## config.mk

```make
export PLATFORM = sky130hd
export DESIGN_NAME = ciga_ram
export DESIGN_NICKNAME = d
export VERILOG_FILES = /design/src/rtl/assert_macros.svh /design/src/rtl/ciga_ram.sv
export SDC_FILE = /design/constraint.sdc
export NUM_CORES = 1
export LEC_CHECK = 0
export BUFFER_PORTS_ARGS = -buffer_cell sky130_fd_sc_hd__buf_2
export CORE_UTILIZATION = 35
export CTS_BUF_LIST = sky130_fd_sc_hd__clkbuf_8
export DETAILED_ROUTE_END_ITERATION = 10
export GPL_TIMING_DRIVEN = 0
export HOLD_SLACK_MARGIN = 0.1
export PLACE_DENSITY_LB_ADDON = 0.12
export SYNTH_ARGS = -nofsm -noshare
export SYNTH_HDL_FRONTEND = slang
export SYNTH_SLANG_ARGS = --single-unit
```

## constraint.sdc

```tcl
create_clock -name i_clk -period 4.3 [get_ports i_clk]
set_clock_uncertainty 0.05 [all_clocks]
set_input_delay 0.215 -clock i_clk [delete_from_list [all_inputs] [get_ports i_clk]]
set_output_delay 0.215 -clock i_clk [all_outputs]
set_load 0.01 [all_outputs]
```

## src/rtl/assert_macros.svh

```systemverilog
// Assertion macros used by the core RTL file of the clock index.
`ifndef ASSERT_MACROS_SVH
`define ASSERT_MACROS_SVH

// Implication checked on every rising clock edge outside reset.
`define ASSERT_IMPLY(label, clk, rst_n, ante, cons, msg) \
    label: assert property (@(posedge clk) disable iff (!rst_n) (ante) |-> (cons)) \
        else $error(msg);

// Implication checked in the cycle after the antecedent.
`define ASSERT_NEXT(label, clk, rst_n, ante, cons, msg) \
    label: assert property (@(posedge clk) disable iff (!rst_n) (ante) |=> (cons)) \
        else $error(msg);

`endif

```

## src/rtl/ciga_ram.sv

```systemverilog
// ----------------------------------------------------------------------------
// ciga_ram
// Generic single-port write, single-port read RAM with registered read.
// ----------------------------------------------------------------------------
module ciga_ram #(
    parameter int Width = 32,
    parameter int Depth = 16
) (
    input  logic                     i_clk,
    input  logic                     i_we,
    input  logic [$clog2(Depth)-1:0] i_waddr,
    input  logic [Width-1:0]         i_wdata,
    input  logic [$clog2(Depth)-1:0] i_raddr,
    output logic [Width-1:0]         o_rdata
);
    logic [Width-1:0] r_mem [Depth];

    always_ff @(posedge i_clk) begin
        if (i_we) begin
            r_mem[i_waddr] <= i_wdata;
        end
        o_rdata <= r_mem[i_raddr];
    end
endmodule

```

## Word-level counts from Yosys, hierarchy flattened

Memory sizes are Yosys's and may differ from the RTL's. A register that Yosys moved wholly into a read port is not among the register bits.
Cells that the tools add are included.
W data, S select, Z words.

- $add $sub $neg: 0
- Multiply operators: 0
- Divide/modulo/power cells: 0
- Magnitude comparators: 0
- Eq/ne operators: 0
- Shift operators: 0
- Muxes and demuxes: 2
- Bitwise operators: 0
- Reduce and logical (&&, ||, !) cells: 0

Operator list:

| operator | count |
|---|---|
| $mux W1 | 2 |

- Bits in registers: 0
- Latch bits: 0
- RAM bits: 512
- Memory bits (read-only): 0
- Input bits: 42
- Output and inout bits: 32
- Memories: 1

Memories:

| name | depth | bits a word | read ports | clocked after memory_dff | write ports | line | text |
|---|---|---|---|---|---|---|---|
| r_mem | 16 | 32 | 1 | 1 | 1 | ciga_ram.sv:16 | `logic [Width-1:0] r_mem [Depth];` |

## Logic depth before layout (Yosys ltp)

Gate-level depths: netlist (run 1).

- Depth after elaboration: 2
- Mapped depth: 5

## Worst setup path after synthesis (run 1)

Ideal clock, no wire load.

- Path kind: input-to-reg
- Start point: in i_waddr[2]
- End point: mem r_mem[0][0] (enable)
- Setup time: 461 ps
- Arrival: 2933 ps
- Required time: 3789 ps
- Setup slack: 855 ps
- Cell stages on the path: 2
- Cells stage by stage: or3b_2 > nor3_1

RTL lines:

| element | line | text |
|---|---|---|
| start: declaration | ciga_ram.sv:11 | `input logic [$clog2(Depth)-1:0] i_waddr,` |
| end: declaration | ciga_ram.sv:16 |  |

Straight into the memory's write port.

## Final worst setup path (run 1)

- Start point: in i_waddr[1]
- End point: mem r_mem[9][1] (enable)

Straight into the memory's write port.

==> reports/qor.txt, run 1 <==
Clock transition at path regs = 60 ps
Worst Setup Slack, final = 2220 ps
vias in the first global route = 10.1k
Worst Path Required = 4590 ps
Pins Over Slew Limit = 0
syn avg cell area = 23.7 µm²
fraction of registers with async set/reset = 0
Final Cycle Share = 0.483
Hold Crit Start = i_raddr[3]
Clock Latency Late Sink = 660 ps
worst min path class = input pin to register
outcome = complete, no violations
global route overflow = 0
Synth top area share = 0.774
Buffers on Ports = 71
RR Endpoint = o_rdata[19]$_DFF_P_
Die Ht = 240 µm
DP HPWL = 28,700 µm
Pwr per Cell Area = 459 nW/µm²
endpoints failing setup = 0
vias per cell = 4.98
footprint of the multi-input gates = 3730 µm²
Num CTS Buffers = 93
synth cell count leaders = edfxtp_1, mux4_2, a22oi_1
synthesized instance count = 838
routed via count = 9,434
CP endpoint kind = register
Worst Path Arrival = 2360 ps
Worst R2R Setup Slack = 2850 ps
post-layout util = 0.430
main flop type after synthesis = edfxtp_1
DRT antenna net count = 0
most frequent cell after synthesis = edfxtp_1
TritonCTS clock tree = built
Reg-to-Reg Start = r_mem[11][19]$_DFFE_PP_
Max Cap Violations = 0
register area share after synthesis = 0.807
crit path max-delay cell type = nor2_4
critical path class = input pin to register
Detailed Route Iter0 Violations = 826
Yosys warning count = 0
post-synthesis register bit count = 544
Remaining DRCs = 0
Mapped Area = 19,900 µm²
leak pwr = 7.83 nW
worst IR drop on VDD = 0.220 mV
Worst Hold Path Cells = 4
CTS root buffer = clkbuf_8
share of layout cells above drive strength 1 = 0.338
setup TNS = 0 ps
Mapped Nets = 880
IO Pins = 74
Synth area leader = edfxtp_1
Chip Width = 240 µm
FILL cells = 4,891
Post-synth EDFFs = 512
Sequential Area = 16,000 µm²
Area Growth Syn to Fin = 20.3%
Die ar. = 57,700 µm²
synth unique cells = 18
CP Launch Type = input pin
critical path's largest stage delay = 810 ps
fmax = 0.482 GHz
Post-Route WL = 48,100 µm
largest net degree at the start of global routing = 20
drt first pass iters = 5
peak fanout along the critical path = 19
clock buffer depth = 3
Placement Rows = 86
largest cells by area after synthesis = edfxtp_1, mux4_2, dfxtp_1, a22oi_1, nand2_1
worst slew pin tran = 1060 ps
endpoints failing hold = 0
antenna violations before repair = 1
Routed WL per cell = 25.4 µm
total track usage = 0.173
Sink Count = 544
H-tree levels = 3
CTS resizes = 0
core area = 55,500 µm²
Post-CTS Setup Inserts = 0
RSZ-0062 raised after global routing = false
fin nets = 1,111
hold path endpoint = o_rdata[31]$_DFF_P_
wire length of the first global-routing pass = 69,900 µm
fin crit period = 2080 ps
initial cell density of the core = 0.358
R2R cell count = 3
Max transition margin = 0.297
DP Worst Slack = 1970 ps
CP cell instances = dlygate4sd3_1 -> buf_2 -> nand2b_1 -> nor2_4 -> buf_16
GP Congestion = 0.691
[registers in the layout, indices dropped and copies added, names as in the netlist]
register	flops
r_mem	512
o_rdata	32
[per-layer routing]
metal / vias up / part of all wire / track usage
met2: 279 / 0.48 / 0.277
met4: 0 / 0.018 / 0.0477
met1: 5014 / 0.45 / 0.240
met5: - / 0 / 0
li1: 4066 / - / -
met3: 75 / 0.055 / 0.0375
[worst max path at each step]
stage / start / endpoint / slack, ps / cells after the start
2_1_floorplan: i_waddr[2] / r_mem[0][0]$_DFFE_PP_ / 860 / 2
3_3_place_gp: i_waddr[2] / r_mem[0][7]$_DFFE_PP_ / -2440 / 3
3_5_place_dp: i_waddr[2] / r_mem[3][6]$_DFFE_PP_ / 1970 / 4
4_1_cts: i_waddr[1] / r_mem[9][1]$_DFFE_PP_ / 2260 / 5
5_1_grt: i_waddr[1] / r_mem[9][1]$_DFFE_PP_ / 2210 / 5
6_report: i_waddr[1] / r_mem[9][1]$_DFFE_PP_ / 2220 / 5
[metrics by stage]
step | cells | hold slack (ps) | area [µm²] | total power [W]
after floorplan | 838 | 264 | 19900 | 0.00637
after global placement | 1657 | 548 | 21100 | 0.00663
after detailed placement | 1687 | 556 | 21700 | 0.00665
after CTS | 1892 | 120 | 23900 | 0.0111
after global routing | 1893 | 164 | 23900 | 0.0114
final | 1894 | 178 | 23900 | 0.0110
[timing repair]
action	in CTS	in global routing
endpoints found under the hold margin	538	0
hold buffers	35	0
setup endpoints to repair	0	0
[cell usage in the layout, fill, tap and decap left out, types with 3 or more instances in the layout]
master	n
clkinvlp_4	4
dfxtp_1	32
nand2_1	33
clkbuf_8	112
a22oi_1	64
buf_8	3
clkinv_2	7
nor3_2	4
clkinv_1	11
buf_16	3
buf_4	11
edfxtp_1	512
buf_2	75
buf_12	9
buf_1	9
inv_1	35
nor2_4	12
dlygate4sd3_1	35
buf_6	17
clkbuf_1	17
mux4_2	128
[report_power, final]
part / switching (W) / internal (W)
registers: 0.0000284 / 0.00593
logic: 0.000348 / 0.000246
clock network: 0.00205 / 0.00235
total: 0.00243 / 0.00853
[logic make-up (layout without fill, tap and decap cells)]
| group | count (synthesis) | after routing | synth area share |
|---|---|---|---|
| other | 0 | 2 | 0 |
| buffers and inverters | 43 | 349 | 0.0112 |
| DFF | 544 | 544 | 0.807 |
| and+or+nand+nor | 59 | 59 | 0.0127 |
| muxes | 128 | 128 | 0.145 |
| AOI/OAI and AO/OA | 64 | 64 | 0.0242 |
[critical path, delay by kind of cell]
family / cells / cell delay, ps
buf+inv: 3 / 960
simple gates: 2 / 1160
[layout make-up]
| cell class | instances | share of cell area |
|---|---|---|
| Clock buffer | 112 | 0.0646 |
| Antenna cell | 2 | 0.000210 |
| Timing Repair Buffer | 136 | 0.0495 |
| Tap cell | 748 | 0.0392 |
| Sequential cell | 544 | 0.671 |
| Buffer | 43 | 0.00933 |
| Multi-Input combinational cell | 251 | 0.156 |
| Clock inverter | 58 | 0.0104 |
(Power assumes the default switching activity.)
==> run 2, diff against run 1 <==
ABC_AREA = 1   (was unset)
clock period = 2.15 ns   (was 4.3 ns; I/O delays follow)
==> run 2 against run 1 <==
Effect of this change:
- via count grew 62%
- combinational power grew to 2.8 times the previous value
- synthesized area is 14% higher
- total power up 110%
- cell count rose by 73%
- design area rose by 12%
- register-to-register slack worse by 1800 ps
- sequential cell count unchanged
==> reports/qor.txt, run 2 <==
outcome = complete, no violations (unchanged)
FILL cells = 6,115 (was 4,891)
Worst R2R Setup Slack = 1030 ps (was 2850 ps)
drt first pass iters = 7 (was 5)
Worst Hold Path Cells = 8 (was 4)
Clock Latency Late Sink = 700 ps (was 660 ps)
synth cell count leaders = nand2_1, edfxtp_1, inv_1 (was edfxtp_1, mux4_2, a22oi_1)
Cell Area, Placed = 24,700 µm² (was 21,700 µm²)
crit path to = o_rdata[17]$_DFF_P_ (was r_mem[9][1]$_DFFE_PP_)
Mapped Area = 22,700 µm² (was 19,900 µm²)
Yosys warning count = 0 (unchanged)
DRT antenna net count = 0 (unchanged)
Worst Path Arrival = 2420 ps (was 2360 ps)
Sink Count = 544 (unchanged)
antenna violations before repair = 2 (was 1)
TritonCTS clock tree = built (unchanged)
Chip Width = 257 µm (was 240 µm)
CP Launch Point = i_raddr[3] (was i_waddr[1])
GP Congestion = 0.800 (was 0.691)
Synth area leader = edfxtp_1 (unchanged)
Max transition margin = 0.204 (was 0.297)
Routed WL per cell = 20.9 µm (was 25.4 µm)
RR Endpoint = o_rdata[10]$_DFF_P_ (was o_rdata[19]$_DFF_P_)
R2R cell count = 6 (was 3)
max reg flops = 512 (unchanged)
commonest non-fill, non-tap cell in the layout = nand2_1 (was edfxtp_1)
Pins Over Slew Limit = 0 (unchanged)
H-tree levels = 3 (unchanged)
fin crit period = 1870 ps
synthesized instance count = 2,120 (was 838)
most frequent cell after synthesis = nand2_1 (was edfxtp_1)
largest cells by area after synthesis = edfxtp_1, nand2_1, nand3_1, inv_1, dfxtp_1 (was edfxtp_1, mux4_2, dfxtp_1, a22oi_1, nand2_1)
RSZ-0062 raised after global routing = false (unchanged)
vias in the first global route = 14.9k (was 10.1k)
Remaining DRCs = 0 (unchanged)
Buffers on Ports = 71 (unchanged)
register area share after synthesis = 0.705 (was 0.807)
clock buffer depth = 3 (unchanged)
CTS root buffer = clkbuf_8 (unchanged)
share of layout cells above drive strength 1 = 0.125 (was 0.338)
fin nets = 2,380 (was 1,111)
routed via count = 15.3k (was 9,434)
Post-synth EDFFs = 512 (unchanged)
footprint of the multi-input gates = 4670 µm² (was 3730 µm²)
leak pwr = 11.5 nW (was 7.83 nW)
Final Cycle Share = 0.868
most frequent cells in the layout = nand2_1, edfxtp_1, inv_1, nand3_1, buf_2 (was edfxtp_1, mux4_2, clkbuf_8, buf_2, a22oi_1)
fmax = 0.536 GHz
Num CTS Buffers = 93 (unchanged)
wire length of the first global-routing pass = 99,800 µm (was 69,900 µm)
Die Ht = 257 µm (was 240 µm)
Pwr per Cell Area = 842 nW/µm² (was 459 nW/µm²)
total track usage = 0.210 (was 0.173)
DR top layer = met4 (unchanged)
CP endpoint kind = register (unchanged)
vias per cell = 4.68 (was 4.98)
synth unique cells = 15 (was 18)
endpoints failing hold = 0 (unchanged)
largest net degree at the start of global routing = 21 (was 20)
worst min path class = input pin to register (unchanged)
Reg-to-Reg Start = r_mem[13][10]$_DFFE_PP_ (was r_mem[11][19]$_DFFE_PP_)
CP Launch Type = input pin (unchanged)
Area Growth Syn to Fin = 18.0% (was 20.3%)
CP cell instances = dlygate4sd3_1 -> clkbuf_1 -> inv_1 -> buf_1 -> nand3_1 -> nand2_1 (was dlygate4sd3_1 -> buf_2 -> nand2b_1 -> nor2_4 -> buf_16)
worst IR drop on VDD = 0.411 mV (was 0.220 mV)
Metal-1 WL = 30,800 µm (was 21,500 µm)
endpoints failing setup = 0 (unchanged)
post-layout util = 0.417 (was 0.430)
Largest regs = r_mem x512, o_rdata x32 (unchanged)
fraction of registers with async set/reset = 0 (unchanged)
Post-Route WL = 68,300 µm (was 48,100 µm)
Mapped Nets = 2,162 (was 880)
WL met3 = 4600 µm (was 2640 µm)
post-synthesis register bit count = 544 (unchanged)
Sequential Area = 16,000 µm² (unchanged)
crit path max-delay cell type = buf_1 (was nor2_4)
critical path class = input pin to register (unchanged)
global route overflow = 0 (unchanged)
Placement Rows = 93 (was 86)
IO Pins = 74 (unchanged)
Max Cap Violations = 0 (unchanged)
Worst Path Required = 2710 ps (was 4590 ps)
Detailed Route Iter0 Violations = 1,150 (was 826)
fin area = 26,800 µm² (was 23,900 µm²)
Die ar. = 66,000 µm² (was 57,700 µm²)
DP HPWL = 42,900 µm (was 28,700 µm)
Biggest register = r_mem (unchanged)
critical path's largest stage delay = 670 ps (was 810 ps)
Total Power = 0.0226 W (was 0.0110 W)
syn avg cell area = 10.7 µm² (was 23.7 µm²)
Synth top area share = 0.676 (was 0.774)
initial cell density of the core = 0.353 (was 0.358)
main flop type after synthesis = edfxtp_1 (unchanged)
core area = 64,300 µm² (was 55,500 µm²)
peak fanout along the critical path = 10 (was 19)
worst slew pin tran = 1190 ps (was 1060 ps)
WHS = 156 ps (was 178 ps)
Clock transition at path regs = 60 ps (about the same)
Met2 Wirelength = 31,400 µm (was 23,200 µm)
==> run 2: cell types whose count changed after synthesis, sizes merged <==
cell / before / now
clkbuf: 17 / 14
nand2: 33 / 677
buf: 26 / 91
a22oi: 64 / 0
and2: 1 / 0
nor2: 13 / 17
nor3: 4 / 0
nand2b: 2 / 0
nand3: 1 / 385
inv: 0 / 390
mux4: 128 / 0
nor2b: 2 / 0
or3b: 1 / 0
==> run 2: repair_timing <==
action                                  CTS  global route
endpoints found under the hold margin   518             0
endpoints found under the setup margin    0             0
resized for setup                         0             0
setup buffers                             0             0
hold buffers                             34             0
==> run 2: cell type report <==
type,count,share of cell area
antenna,3,0.000280
buffer,105,0.0262
clock buffer,107,0.0549
clock inverter,67,0.0122
inverter,390,0.0547
multi-input combinational,1081,0.174
sequential,544,0.597
tap,855,0.0399
timing repair buffer,123,0.0405
==> run 2: cell families (layout without fill, tap and decap cells) <==
kind of cell  Yosys count  count (layout)  synth area share
buf+inv               495             792            0.0954
other cells             0               3                 0
simple gates         1081            1081             0.200
flops                 544             544             0.705
==> run 2: critical path: cells and delay by family <==
family	cells	cell delay, ps
buffers and inverters	4	1860
and+or+nand+nor	2	430
==> run 2: worst min-delay path by stage <==
stage	from	end	slack (ps)
3_3_place_gp	i_wdata[21]	r_mem[10][21]$_DFFE_PP_	450
6_report	i_raddr[0]	o_rdata[31]$_DFF_P_	160
2_1_floorplan	i_wdata[0]	r_mem[0][0]$_DFFE_PP_	160
5_1_grt	i_raddr[0]	o_rdata[3]$_DFF_P_	170
3_5_place_dp	o_rdata[10]$_DFF_P_	o_rdata[10]	450
4_1_cts	i_raddr[0]	o_rdata[3]$_DFF_P_	120
==> run 2: report_power, final <==
group          leakage (nW)  switching [W]  internal [W]
clock                  1.06        0.00420       0.00477
combinational          5.56        0.00119      0.000497
sequential             4.90      0.0000560        0.0119
==> run 2: metal layers <==
| metal | GRT usage | vias to the layer above |
|---|---|---|
| met5 | 0 | - |
| met1 | 0.292 | 7387 |
| met4 | 0.0655 | 0 |
| met2 | 0.334 | 516 |
| met3 | 0.0384 | 98 |
| li1 | - | 7312 |
==> run 2: stage by stage <==
step / setup slack, ps / std cells / TNS, ps
floorplan: -0.199 / 2120 / -50.9
global placement: -2120 / 3046 / -991900
detailed placement: 93.8 / 3064 / 0
CTS: 373 / 3272 / 0
global route: 210 / 3275 / 0
finish: 283 / 3275 / 0
==> run 3, diff against run 2 <==
ABC_CLOCK_PERIOD_IN_PS = 2150   (was unset)
CORE_UTILIZATION = 50   (was 35)
GPL_TIMING_DRIVEN = unset   (was 0)
==> run 3 against run 2 <==
Effect of this change:
- setup slack better by 77 ps
- hold slack lost 7.5 ps
- largest cell class unchanged
- count of clock-buffer cells in the layout is 5 lower
- routed wire length down 22%
==> reports/qor.txt, run 3 (synthesis results as in run 2) <==
endpoints failing setup = 0 (unchanged)
most frequent cells in the layout = nand2_1, edfxtp_1, inv_1, nand3_1, clkbuf_8 (was nand2_1, edfxtp_1, inv_1, nand3_1, buf_2)
worst min path class = input pin to register (unchanged)
outcome = complete, no violations (unchanged)
Worst Path Required = 2690 ps (was 2710 ps)
Remaining DRCs = 0 (unchanged)
RR Endpoint = o_rdata[5]$_DFF_P_ (was o_rdata[10]$_DFF_P_)
Finished Layout Cells = 2,922 (was 3,275)
Biggest register = r_mem (unchanged)
leak pwr = 11.2 nW (was 11.5 nW)
Die ar. = 46,300 µm² (was 66,000 µm²)
crit path to = o_rdata[5]$_DFF_P_ (was o_rdata[17]$_DFF_P_)
Worst Setup Slack, final = 361 ps (was 283 ps)
Pwr per Cell Area = 833 nW/µm² (was 842 nW/µm²)
fin area = 26,000 µm² (was 26,800 µm²)
share of layout cells above drive strength 1 = 0.104 (was 0.125)
Final Cycle Share = 0.832 (was 0.868)
TritonCTS clock tree = built (unchanged)
Switching Share = 0.232 (was 0.241)
routed via count = 14.7k (was 15.3k)
fin crit period = 1790 ps (was 1870 ps)
wire length of the first global-routing pass = 83,300 µm (was 99,800 µm)
Reg power frac = 0.551 (was 0.528)
worst slew pin tran = 674 ps (was 1190 ps)
DRT antenna net count = 0 (unchanged)
R2R cell count = 7 (was 6)
fmax = 0.559 GHz (was 0.536 GHz)
Detailed Route Iter0 Violations = 1,206 (was 1,150)
fin nets = 2,301 (was 2,380)
crit path max-delay cell type = dlygate4sd3_1 (was buf_1)
total track usage = 0.236 (was 0.210)
Buffers on Ports = 73 (was 71)
initial cell density of the core = 0.511 (was 0.353)
DP Worst Slack = 486 ps (was 93.8 ps)
CP endpoint kind = register (unchanged)
Worst R2R Setup Slack = 580 ps (was 1030 ps)
Psw = 0.00502 W (was 0.00545 W)
global route overflow = 0 (unchanged)
antenna violations before repair = 0 (was 2)
GP Congestion = 0.812 (was 0.800)
CTS resizes = 0 (unchanged)
DP HPWL = 27,800 µm (was 42,900 µm)
footprint of the multi-input gates = 4670 µm² (unchanged)
Clock transition at path regs = 60 ps (about the same)
internal power = 0.0166 W (was 0.0171 W)
Pins Over Slew Limit = 0 (unchanged)
CP Launch Type = input pin (unchanged)
H-tree levels = 3 (unchanged)
Placement Rows = 77 (was 93)
largest net degree at the start of global routing = 123 (was 21)
CP Launch Point = i_raddr[1] (was i_raddr[3])
Max Cap Violations = 0 (unchanged)
Num CTS Buffers = 88 (was 93)
Chip Width = 215 µm (was 257 µm)
# diodes = 0 (was 3)
critical path class = input pin to register (unchanged)
critical path's largest stage delay = 580 ps (was 670 ps)
Cell Area, Placed = 24,000 µm² (was 24,700 µm²)
IO Pins = 74 (unchanged)
Worst path most repeated cell = nand3_1
post-layout util = 0.584 (was 0.417)
vias in the first global route = 14.5k (was 14.9k)
vias per cell = 5.02 (was 4.68)
core area = 44,500 µm² (was 64,300 µm²)
Comb pwr share = 0.068 (was 0.075)
Max transition margin = 0.551 (was 0.204)
FILL cells = 3,795 (was 6,115)
Reg-to-Reg Start = r_mem[13][5]$_DFFE_PP_ (was r_mem[13][10]$_DFFE_PP_)
drt first pass iters = 5 (was 7)
clock network power share = 0.380 (was 0.398)
CTS root buffer = clkbuf_8 (unchanged)
DP Cell Count = 2,723 (was 3,064)
clock buffer depth = 3 (unchanged)
Sequential Area = 16,000 µm² (unchanged)
Largest regs = r_mem x512, o_rdata x32 (unchanged)
peak fanout along the critical path = 108 (was 10)
endpoints failing hold = 0 (unchanged)
RSZ-0062 raised after global routing = false (unchanged)
Die Ht = 215 µm (was 257 µm)
Routed WL per cell = 18.1 µm (was 20.9 µm)
max reg flops = 512 (unchanged)
commonest non-fill, non-tap cell in the layout = nand2_1 (unchanged)
Clock Latency Late Sink = 670 ps (was 700 ps)
WHS = 148 ps (was 156 ps)
worst IR drop on VDD = 0.514 mV (was 0.411 mV)
Sink Count = 544 (unchanged)
CP cell instances = dlygate4sd3_1 -> buf_4 -> buf_12 -> nand3_1 -> nand3_1 -> nand3_1 -> nand2_1 -> dlygate4sd3_1 (was dlygate4sd3_1 -> clkbuf_1 -> inv_1 -> buf_1 -> nand3_1 -> nand2_1)
Worst Path Arrival = 2330 ps (was 2420 ps)
Area Growth Syn to Fin = 14.3% (was 18.0%)
Post-Route WL = 53,000 µm (was 68,300 µm)
==> run 3: critical path, delay by kind of cell <==
family / cells / cell delay (ps)
buffers and inverters: 4 / 1770
AND/OR/NAND/NOR: 4 / 450
==> run 3: per-layer routing <==
| metal | GRT usage | part of all wire | up-vias |
|---|---|---|---|
| met3 | 0.0364 | 0.055 | 68 |
| li1 | - | - | 7135 |
| met5 | 0 | 0 | - |
| met1 | 0.337 | 0.46 | 7049 |
| met2 | 0.372 | 0.46 | 410 |
| met4 | 0.0785 | 0.018 | 0 |
==> run 3: area by class of cell <==
class / instances / share of cell area
clock inverter: 59 / 0.00901
tap: 592 / 0.0285
inverter: 390 / 0.0567
sequential: 544 / 0.617
clock buffer: 102 / 0.0540
multi-input combinational: 1081 / 0.180
timing repair buffer: 154 / 0.0555
==> run 3: worst min-delay path by stage <==
stage,startpoint,end,slack (ps),cells past startpoint
after floorplan,i_wdata[0],r_mem[0][0]$_DFFE_PP_,160,0
after global placement,i_wdata[4],r_mem[3][4]$_DFFE_PP_,450,1
after detailed placement,o_rdata[7]$_DFF_P_,o_rdata[7],450,1
after CTS,i_raddr[0],o_rdata[15]$_DFF_P_,100,7
after global routing,i_we,r_mem[9][11]$_DFFE_PP_,150,3
final,i_we,r_mem[9][11]$_DFFE_PP_,150,3
==> run 3: through the flow <==
step,power [W],TNS [ps]
global placement,0.0136,0
detailed placement,0.0136,0
CTS,0.0218,0
finish,0.0216,0
floorplan,0.0130,-50.9
global route,0.0225,0
==> run 3: power groups by stage <==
stage	combinational (W)	clock (W)	sequential [W]
2_1_floorplan	0.000808	0	0.0122
3_3_place_gp	0.00143	0	0.0121
3_5_place_dp	0.00144	0	0.0121
4_1_cts	0.00150	0.00840	0.0119
5_1_grt	0.00165	0.00887	0.0119
6_report	0.00148	0.00823	0.0119
==> run 3: what timing repair did <==
item,4_1_cts,5_1_grt
hold buffers,38,0
hold endpoints to repair,549,0
setup buffers,0,0
